[src/hdl/tlg_pkg.sv]
package tlg_pkg;

    // generator constants
    localparam logic [31:0] LCG_MUL  = 32'd1664525;
    localparam logic [31:0] LCG_ADD  = 32'd1013904223;
    localparam int          SEED_BIT = 28;

    // action codes on the input word
    localparam logic ACT_RESEED = 1'b0;
    localparam logic ACT_STEP   = 1'b1;

    // controller states
    typedef enum logic [3:0] {
        S_IDLE = 4'b0001,
        S_SEED = 4'b0010,
        S_STEP = 4'b0100,
        S_EMIT = 4'b1000
    } t_state;

    // commands from controller to datapath
    typedef struct packed {
        logic seed_load;
        logic seed_cell;
        logic life_row;
        logic emit_row;
    } t_cmd;

    // status from datapath to controller
    typedef struct packed {
        logic col_end;
        logic row_end;
        logic out_free;
    } t_sts;

    // one step of the linear congruential generator, mod 2^32
    function automatic logic [31:0] lcg_next(logic [31:0] x);
        return x * LCG_MUL + LCG_ADD;
    endfunction

endpackage

[src/hdl/tlg_ctrl.sv]
module tlg_ctrl (
    input  logic          i_clk,
    input  logic          i_rst_n,
    input  logic          i_valid,
    input  logic          i_action,
    output logic          o_stall,
    input  tlg_pkg::t_sts i_sts,
    output tlg_pkg::t_cmd o_cmd
);
    import tlg_pkg::*;

    t_state r_state;
    t_state n_state;

    // next state and commands
    always_comb begin
        n_state = r_state;
        o_cmd   = '0;
        unique case (r_state)
            S_IDLE: begin
                if (i_valid) begin
                    if (i_action == ACT_RESEED) begin
                        o_cmd.seed_load = 1'b1;
                        n_state         = S_SEED;
                    end else begin
                        n_state = S_STEP;
                    end
                end
            end
            S_SEED: begin
                o_cmd.seed_cell = 1'b1;
                if (i_sts.col_end && i_sts.row_end) begin
                    n_state = S_EMIT;
                end
            end
            S_STEP: begin
                o_cmd.life_row = 1'b1;
                if (i_sts.row_end) begin
                    n_state = S_EMIT;
                end
            end
            S_EMIT: begin
                if (i_sts.out_free) begin
                    o_cmd.emit_row = 1'b1;
                    if (i_sts.row_end) begin
                        n_state = S_IDLE;
                    end
                end
            end
            default: begin
                n_state = S_IDLE;
            end
        endcase
    end

    // state register
    always_ff @(posedge i_clk) begin
        if (!i_rst_n) begin
            r_state <= S_IDLE;
        end else begin
            r_state <= n_state;
        end
    end

    // one word at a time: input taken only when idle
    assign o_stall = (r_state != S_IDLE);

endmodule

[src/hdl/tlg_dp.sv]
module tlg_dp #(
    parameter int GRID_ROWS = 16,
    parameter int GRID_COLS = 32
) (
    input  logic          i_clk,
    input  logic          i_rst_n,
    input  logic [31:0]   i_seed_value,
    input  tlg_pkg::t_cmd i_cmd,
    output tlg_pkg::t_sts o_sts,
    input  logic          i_stall,
    output logic          o_valid,
    output logic [3:0]    o_row_number,
    output logic [31:0]   o_row_cells,
    output logic          o_last_row
);
    import tlg_pkg::*;

    localparam int RW = (GRID_ROWS > 1) ? $clog2(GRID_ROWS) : 1;
    localparam int CW = (GRID_COLS > 1) ? $clog2(GRID_COLS) : 1;
    localparam logic [RW-1:0] ROW_LAST = RW'(GRID_ROWS - 1);
    localparam logic [CW-1:0] COL_LAST = CW'(GRID_COLS - 1);

    typedef logic [GRID_COLS-1:0] t_row;

    t_row            r_ring [GRID_ROWS];
    t_row            n_tail;
    logic            ring_shift;
    logic [RW-1:0]   r_row;
    logic [CW-1:0]   r_col;
    logic            col_end;
    logic            row_end;
    logic            row_adv;
    logic [31:0]     r_x;
    logic [31:0]     mul_in;
    logic [31:0]     n_x;
    t_row            r_acc;
    t_row            n_acc;
    t_row            r_prev;
    t_row            r_first;
    t_row            up_row;
    t_row            dn_row;
    t_row            cur_row;
    t_row            life_out;
    logic            r_out_valid;
    logic [RW-1:0]   r_out_row;
    t_row            r_out_cells;
    logic            r_out_last;
    logic            out_free;

    assign col_end  = (r_col == COL_LAST);
    assign row_end  = (r_row == ROW_LAST);
    assign out_free = !r_out_valid || !i_stall;

    assign o_sts.col_end  = col_end;
    assign o_sts.row_end  = row_end;
    assign o_sts.out_free = out_free;

    // generator: one shared multiplier, seed or running value
    assign mul_in = i_cmd.seed_load ? i_seed_value : r_x;
    assign n_x    = lcg_next(mul_in);
    assign n_acc  = {n_x[SEED_BIT], r_acc[GRID_COLS-1:1]};

    always_ff @(posedge i_clk) begin
        if (i_cmd.seed_load || i_cmd.seed_cell) begin
            r_x <= n_x;
        end
        if (i_cmd.seed_cell) begin
            r_acc <= n_acc;
        end
    end

    // neighbor rows for the current row, wrapping top and bottom
    assign cur_row = r_ring[0];
    assign up_row  = (r_row == '0) ? r_ring[GRID_ROWS-1] : r_prev;
    assign dn_row  = row_end ? r_first : r_ring[1];

    // life rule, one column per lane
    always_comb begin
        t_row up_l, up_r, cu_l, cu_r, dn_l, dn_r;
        logic [3:0] cnt;
        up_l = {up_row[GRID_COLS-2:0], up_row[GRID_COLS-1]};
        up_r = {up_row[0], up_row[GRID_COLS-1:1]};
        cu_l = {cur_row[GRID_COLS-2:0], cur_row[GRID_COLS-1]};
        cu_r = {cur_row[0], cur_row[GRID_COLS-1:1]};
        dn_l = {dn_row[GRID_COLS-2:0], dn_row[GRID_COLS-1]};
        dn_r = {dn_row[0], dn_row[GRID_COLS-1:1]};
        life_out = '0;
        for (int c = 0; c < GRID_COLS; c++) begin
            cnt = 4'(up_l[c]) + 4'(up_row[c]) + 4'(up_r[c])
                + 4'(cu_l[c]) + 4'(cu_r[c])
                + 4'(dn_l[c]) + 4'(dn_row[c]) + 4'(dn_r[c]);
            life_out[c] = (cnt == 4'd3) || (cur_row[c] && (cnt == 4'd2));
        end
    end

    // saved old rows for the wrap and the row above
    always_ff @(posedge i_clk) begin
        if (i_cmd.life_row) begin
            r_prev <= r_ring[0];
            if (r_row == '0) begin
                r_first <= r_ring[0];
            end
        end
    end

    // grid ring: head is the row being worked on, new rows enter at the tail
    always_comb begin
        ring_shift = 1'b0;
        n_tail     = r_ring[0];
        priority if (i_cmd.seed_cell) begin
            ring_shift = col_end;
            n_tail     = n_acc;
        end else if (i_cmd.life_row) begin
            ring_shift = 1'b1;
            n_tail     = life_out;
        end else if (i_cmd.emit_row) begin
            ring_shift = 1'b1;
            n_tail     = r_ring[0];
        end
    end

    always_ff @(posedge i_clk) begin
        if (!i_rst_n) begin
            for (int i = 0; i < GRID_ROWS; i++) begin
                r_ring[i] <= '0;
            end
        end else if (ring_shift) begin
            for (int i = 0; i < GRID_ROWS - 1; i++) begin
                r_ring[i] <= r_ring[i+1];
            end
            r_ring[GRID_ROWS-1] <= n_tail;
        end
    end

    // row and column counters, both wrap to zero at the end of a pass
    assign row_adv = (i_cmd.seed_cell && col_end) || i_cmd.life_row || i_cmd.emit_row;

    always_ff @(posedge i_clk) begin
        if (!i_rst_n) begin
            r_row <= '0;
            r_col <= '0;
        end else begin
            if (i_cmd.seed_cell) begin
                r_col <= col_end ? '0 : r_col + 1'b1;
            end
            if (row_adv) begin
                r_row <= row_end ? '0 : r_row + 1'b1;
            end
        end
    end

    // output register
    always_ff @(posedge i_clk) begin
        if (!i_rst_n) begin
            r_out_valid <= 1'b0;
        end else if (i_cmd.emit_row) begin
            r_out_valid <= 1'b1;
        end else if (!i_stall) begin
            r_out_valid <= 1'b0;
        end
    end

    always_ff @(posedge i_clk) begin
        if (i_cmd.emit_row) begin
            r_out_row   <= r_row;
            r_out_cells <= r_ring[0];
            r_out_last  <= row_end;
        end
    end

    assign o_valid      = r_out_valid;
    assign o_row_number = 4'(r_out_row);
    assign o_row_cells  = 32'(r_out_cells);
    assign o_last_row   = r_out_last;

endmodule

[src/hdl/toroidal_life_grid_engine.sv]
// Toroidal Life grid engine: a wrap-around Life grid of GRID_ROWS by GRID_COLS cells.
// Input channel (i_valid / o_stall): one word carries i_action and i_seed_value.
//   action 0 reseeds the grid from the seed through a 32-bit LCG, one cell per
//   cycle; action 1 advances the grid by one generation, one row per cycle.
// Output channel (o_valid / i_stall): after either word the block sends every
//   row, row 0 first, as o_row_number / o_row_cells, with o_last_row on the last.
// Work per word (default 16 x 32 grid):
//   reseed: the accept cycle loads the seed, then the single LCG multiplier
//   produces one cell per cycle for all GRID_ROWS*GRID_COLS cells;
//   step: the accept cycle and then one row per cycle through the
//   neighbor-count lanes;
//   then the rows are sent, the dump pausing while the receiver stalls.
// A new word is taken once the last row has been loaded into the output register.
// A receiver stall holds the output word and pauses the row dump; nothing is lost.
// Reset (synchronous, active low) clears the grid to all dead, drops o_valid and
// returns the controller to idle.
module toroidal_life_grid_engine #(
    parameter int GRID_ROWS = 16,
    parameter int GRID_COLS = 32
) (
    input  logic        i_clk,
    input  logic        i_rst_n,
    input  logic        i_valid,
    output logic        o_stall,
    input  logic        i_action,
    input  logic [31:0] i_seed_value,
    output logic        o_valid,
    input  logic        i_stall,
    output logic [3:0]  o_row_number,
    output logic [31:0] o_row_cells,
    output logic        o_last_row
);
    import tlg_pkg::*;

    t_cmd cmd;
    t_sts sts;

    // sequencer
    tlg_ctrl u_ctrl (
        .i_clk    (i_clk),
        .i_rst_n  (i_rst_n),
        .i_valid  (i_valid),
        .i_action (i_action),
        .o_stall  (o_stall),
        .i_sts    (sts),
        .o_cmd    (cmd)
    );

    // grid, generator and life lanes
    tlg_dp #(
        .GRID_ROWS (GRID_ROWS),
        .GRID_COLS (GRID_COLS)
    ) u_dp (
        .i_clk        (i_clk),
        .i_rst_n      (i_rst_n),
        .i_seed_value (i_seed_value),
        .i_cmd        (cmd),
        .o_sts        (sts),
        .i_stall      (i_stall),
        .o_valid      (o_valid),
        .o_row_number (o_row_number),
        .o_row_cells  (o_row_cells),
        .o_last_row   (o_last_row)
    );

endmodule
[config.mk]
export PLATFORM = sky130hd
export DESIGN_NAME = toroidal_life_grid_engine
export DESIGN_NICKNAME = d
export VERILOG_FILES = /design/src/hdl/tlg_pkg.sv /design/src/hdl/tlg_ctrl.sv /design/src/hdl/tlg_dp.sv /design/src/hdl/toroidal_life_grid_engine.sv
export SDC_FILE = /design/constraint.sdc
export NUM_CORES = 1
export LEC_CHECK = 0
export ABC_AREA = 1
export BUFFER_PORTS_ARGS = -buffer_cell sky130_fd_sc_hd__clkbuf_2
export CORE_ASPECT_RATIO = 1.4
export CORE_MARGIN = 2
export CORE_UTILIZATION = 25
export DETAILED_ROUTE_END_ITERATION = 6
export SLEW_MARGIN = 0
export SYNTH_ARGS = -nofsm -noshare
export SYNTH_HDL_FRONTEND = slang
export SYNTH_HIERARCHICAL = 1
export SYNTH_SLANG_ARGS = --single-unit
[constraint.sdc]
create_clock -name i_clk -period 17.2 [get_ports i_clk]
set_clock_uncertainty 0.1 [all_clocks]
set_input_delay 1.72 -clock i_clk [delete_from_list [all_inputs] [get_ports i_clk]]
set_output_delay 1.72 -clock i_clk [all_outputs]
set_load 0.01 [all_outputs]
==> summary.txt <==
Layout
  – Nets: ~4200
  – Layout area overhead: 13.7%
  – Area of the multi-input gates: 0.0137 sq mm
  – Sequential cell area: 0.0205 sq mm
  – Share of cells above drive strength 1: 0.0782
  – Filler Cell Count: 15700

Clock tree
  – Root Buffer: clkbuf_16
  – Hold_buf cts: 0
  – CTS Buffer Depth: 3
  – # clock sinks: just under 700
  – CTS tree: built
  – CTS buffer count: 80
  – Clk_lat worst skew: between 0.6 and 0.7 ns
  – Post-CTS Setup Bufs: 0
  – H-tree Lvls: 3
  – Clock transition at the registers of the reported paths: approximately 0.060 ns
  – Post_cts resized: 0

Die
  – Core ar.: ~0.15 sq mm
  – DIE AREA: 0.157 sq mm
  – Chip width: 335 microns
  – Initial Utilization: 0.251
  – Io pins: 76
  – Die outline height: 468 microns
  – Cell Rows: 170

Route
  – Post-route ant nets: 0
  – DRC violation total after the first TritonRoute iteration: about 1200
  – Residual DRC: 0
  – DR pass1 iterations: 5
  – DR vias/cell: ~4.0
  – Post-Route WL: 75100 microns
  – DR WL/cell: 13.2 microns
  – Number of vias in the routed layout: ~23000

Logic synthesis
  – Synth unique cells: 42
  – Synthesized flop and latch total: 687
  – Syn avg cell area: 10.8 sq um
  – Syn nets: around 4100
  – Most frequent cell after synthesis: inv_1
  – Main synth FF type: edfxtp_1
  – Area leader, netlist: edfxtp_1
  – Post-synth top area share: 0.526
  – Mapped cell area: 0.0384 sq mm
  – Syn Inst Count: 3572
  – Register area share after synthesis: 0.533
  – Ys async rst share: 0
  – Synth cell count leaders: 1027 x inv_1, 673 x edfxtp_1, 533 x nand2_1
  – Synth area leaders: edfxtp_1 53%, fa_1 13%, inv_1 10%, ha_1 8.0%, nand2_1 5.2%
  – EDFF count, synth: around 670
  – YS warnings: 6

Setup path
  – CP max stage delay: 0.59 ns
  – Crit-path slowest cell: fa_1
  – CP Max Fanout: 32
  – Most frequent cell on the critical path: inv_1
  – Endpoint type of the worst setup path: flop
  – Crit path DAT: 9.77 ns
  – Req. time, crit path: 17.51 ns
  – Startpoint types: input pin
  – Crit Path Class: input pin to flop

STA
  – Max-slew headroom: 0.280
  – Hold WS: 0.335 ns
  – Setup violators final: 0
  – Hold Vio Cnt, Final: 0
  – Fin crit period: 9.46 ns
  – Setup_tns: 0 ns
  – Post-route setup slack: 7.74 ns
  – Final period utilization: 0.550
  – Fmax achieved: between 0.1 and 0.15 GHz
  – RSZ-0062 raised after global routing: no
  – Worst Max-Slew Pin Slew: 1.08 ns
  – Max Slew Vio Count: 0

Hold path
  – Hold Crit Class: flop to flop

Placement
  – Post-DP HPWL: 51300 microns
  – RePlAce Congestion: 0.897
  – # port buffers: 72
  – DP Worst Slack: ~7 ns

Flow run
  – Max_cap viols: 0

Global route
  – Initial antenna violation count: 3
  – GR Overflow Total: 0
  – GRT Resource Usage Total: 0.0974
  – Largest net degree at the start of global routing: between 200 and 250
  – Global-route wire length before repair: about 120000 microns
  – Number of global-route vias before repair: 23500

Run status
  – Status: completed
layer usage:
| metal | wire, microns | global-route usage |
|---|---|---|
| met1 | 33100 | 0.122 |
| met2 | 36200 | 0.165 |
| met3 | 3200 | 0.0195 |
| met4 | 2600 | 0.0383 |
| met5 | 19 | 0 |
final cells by class:
cell class | instances | area share
inverters | 1029 | 0.0884
flip-flops and latches | 687 | 0.469
well taps | 1978 | 0.0566
repair buffers | 92 | 0.0121
clock buffers | 95 | 0.0471
multi-input cells | 1765 | 0.314
clock inverters | 51 | 0.0129
diodes | 1 | 0.0000573
metrics by stage:
step,cell area (sq um),cells,util
final,43700,5698,0.286
after global routing,43700,5697,0.286
after CTS,43700,5697,0.286
after detailed placement,41100,5551,0.269
after global placement,41100,5551,0.269
after floorplan,38400,3572,-
worst paths after layout:
path,from,endpoint,slack (ns),cells after the start
setup / recovery,i_action,u_dp/r_ring[0][511]$_SDFFCE_PN0P_,7.74,35
hold / removal,u_dp/r_acc[21]$_DFFE_PP_,u_dp/r_acc[20]$_DFFE_PP_,0.34,0
setup reg to reg,u_ctrl/r_state[2]$_SDFFE_PN0P_,u_dp/r_ring[0][511]$_SDFFCE_PN0P_,8.23,36
hold reg to reg,u_dp/r_acc[21]$_DFFE_PP_,u_dp/r_acc[20]$_DFFE_PP_,0.34,0
cells by family after synthesis:
logic type	share of synthesized area
xor gates and xnor gates	0.00726
buffers and inverters	0.111
DFF	0.533
adders and majority gates	0.205
AOI/OAI and AO/OA	0.0343
and+or+nand+nor	0.100
muxes	0.00875
cells in the final DEF (no fill, tap or decap), types with 3 or more instances in the layout:
master and n:
o21ai_0 128, dfxtp_1 14, inv_2 3, buf_4 19, nand2_1 531, inv_16 3, nand2_4 8, a31oi_1 32
ha_1 245, nor3_1 4, clkinv_2 15, clkinv_16 3, nand2_2 7, mux2_2 29, a21oi_1 71, bufinv_16 7
nand3_2 4, clkinvlp_4 4, clkbuf_16 80, clkbuf_1 15, inv_6 3, xnor2_1 12, nor2_1 353, edfxtp_1 673
nand3_1 28, nor2_2 5, nand4_1 4, o21bai_1 5, or2_2 17, o21ai_1 5, clkbuf_2 71, fa_1 241
inv_1 1026, xor2_1 18, clkinv_1 14
sequential cells by signal (all words and copies together) (netlist names):
name,count
u_ctrl/r_state,4
u_dp/o_last_row,1
u_dp/o_row_cells,32
u_dp/o_row_number,4
u_dp/o_valid,1
u_dp/r_acc,31
u_dp/r_col,5
u_dp/r_first,32
u_dp/r_prev,32
u_dp/r_ring,512
u_dp/r_row,4
u_dp/r_x,29
critical path, delay by kind of cell:
kind	cells	cell delay (ns)
adders and majority gates	8	3.62
buffers and inverters	13	1.62
and+or+nand+nor	8	1.39
AOI/OAI and AO/OA	5	0.85
xor gates and xnor gates	1	0.54
Power is not shown: default switching activity piles up to over one toggle a cycle in this logic, so the estimate is an artifact.
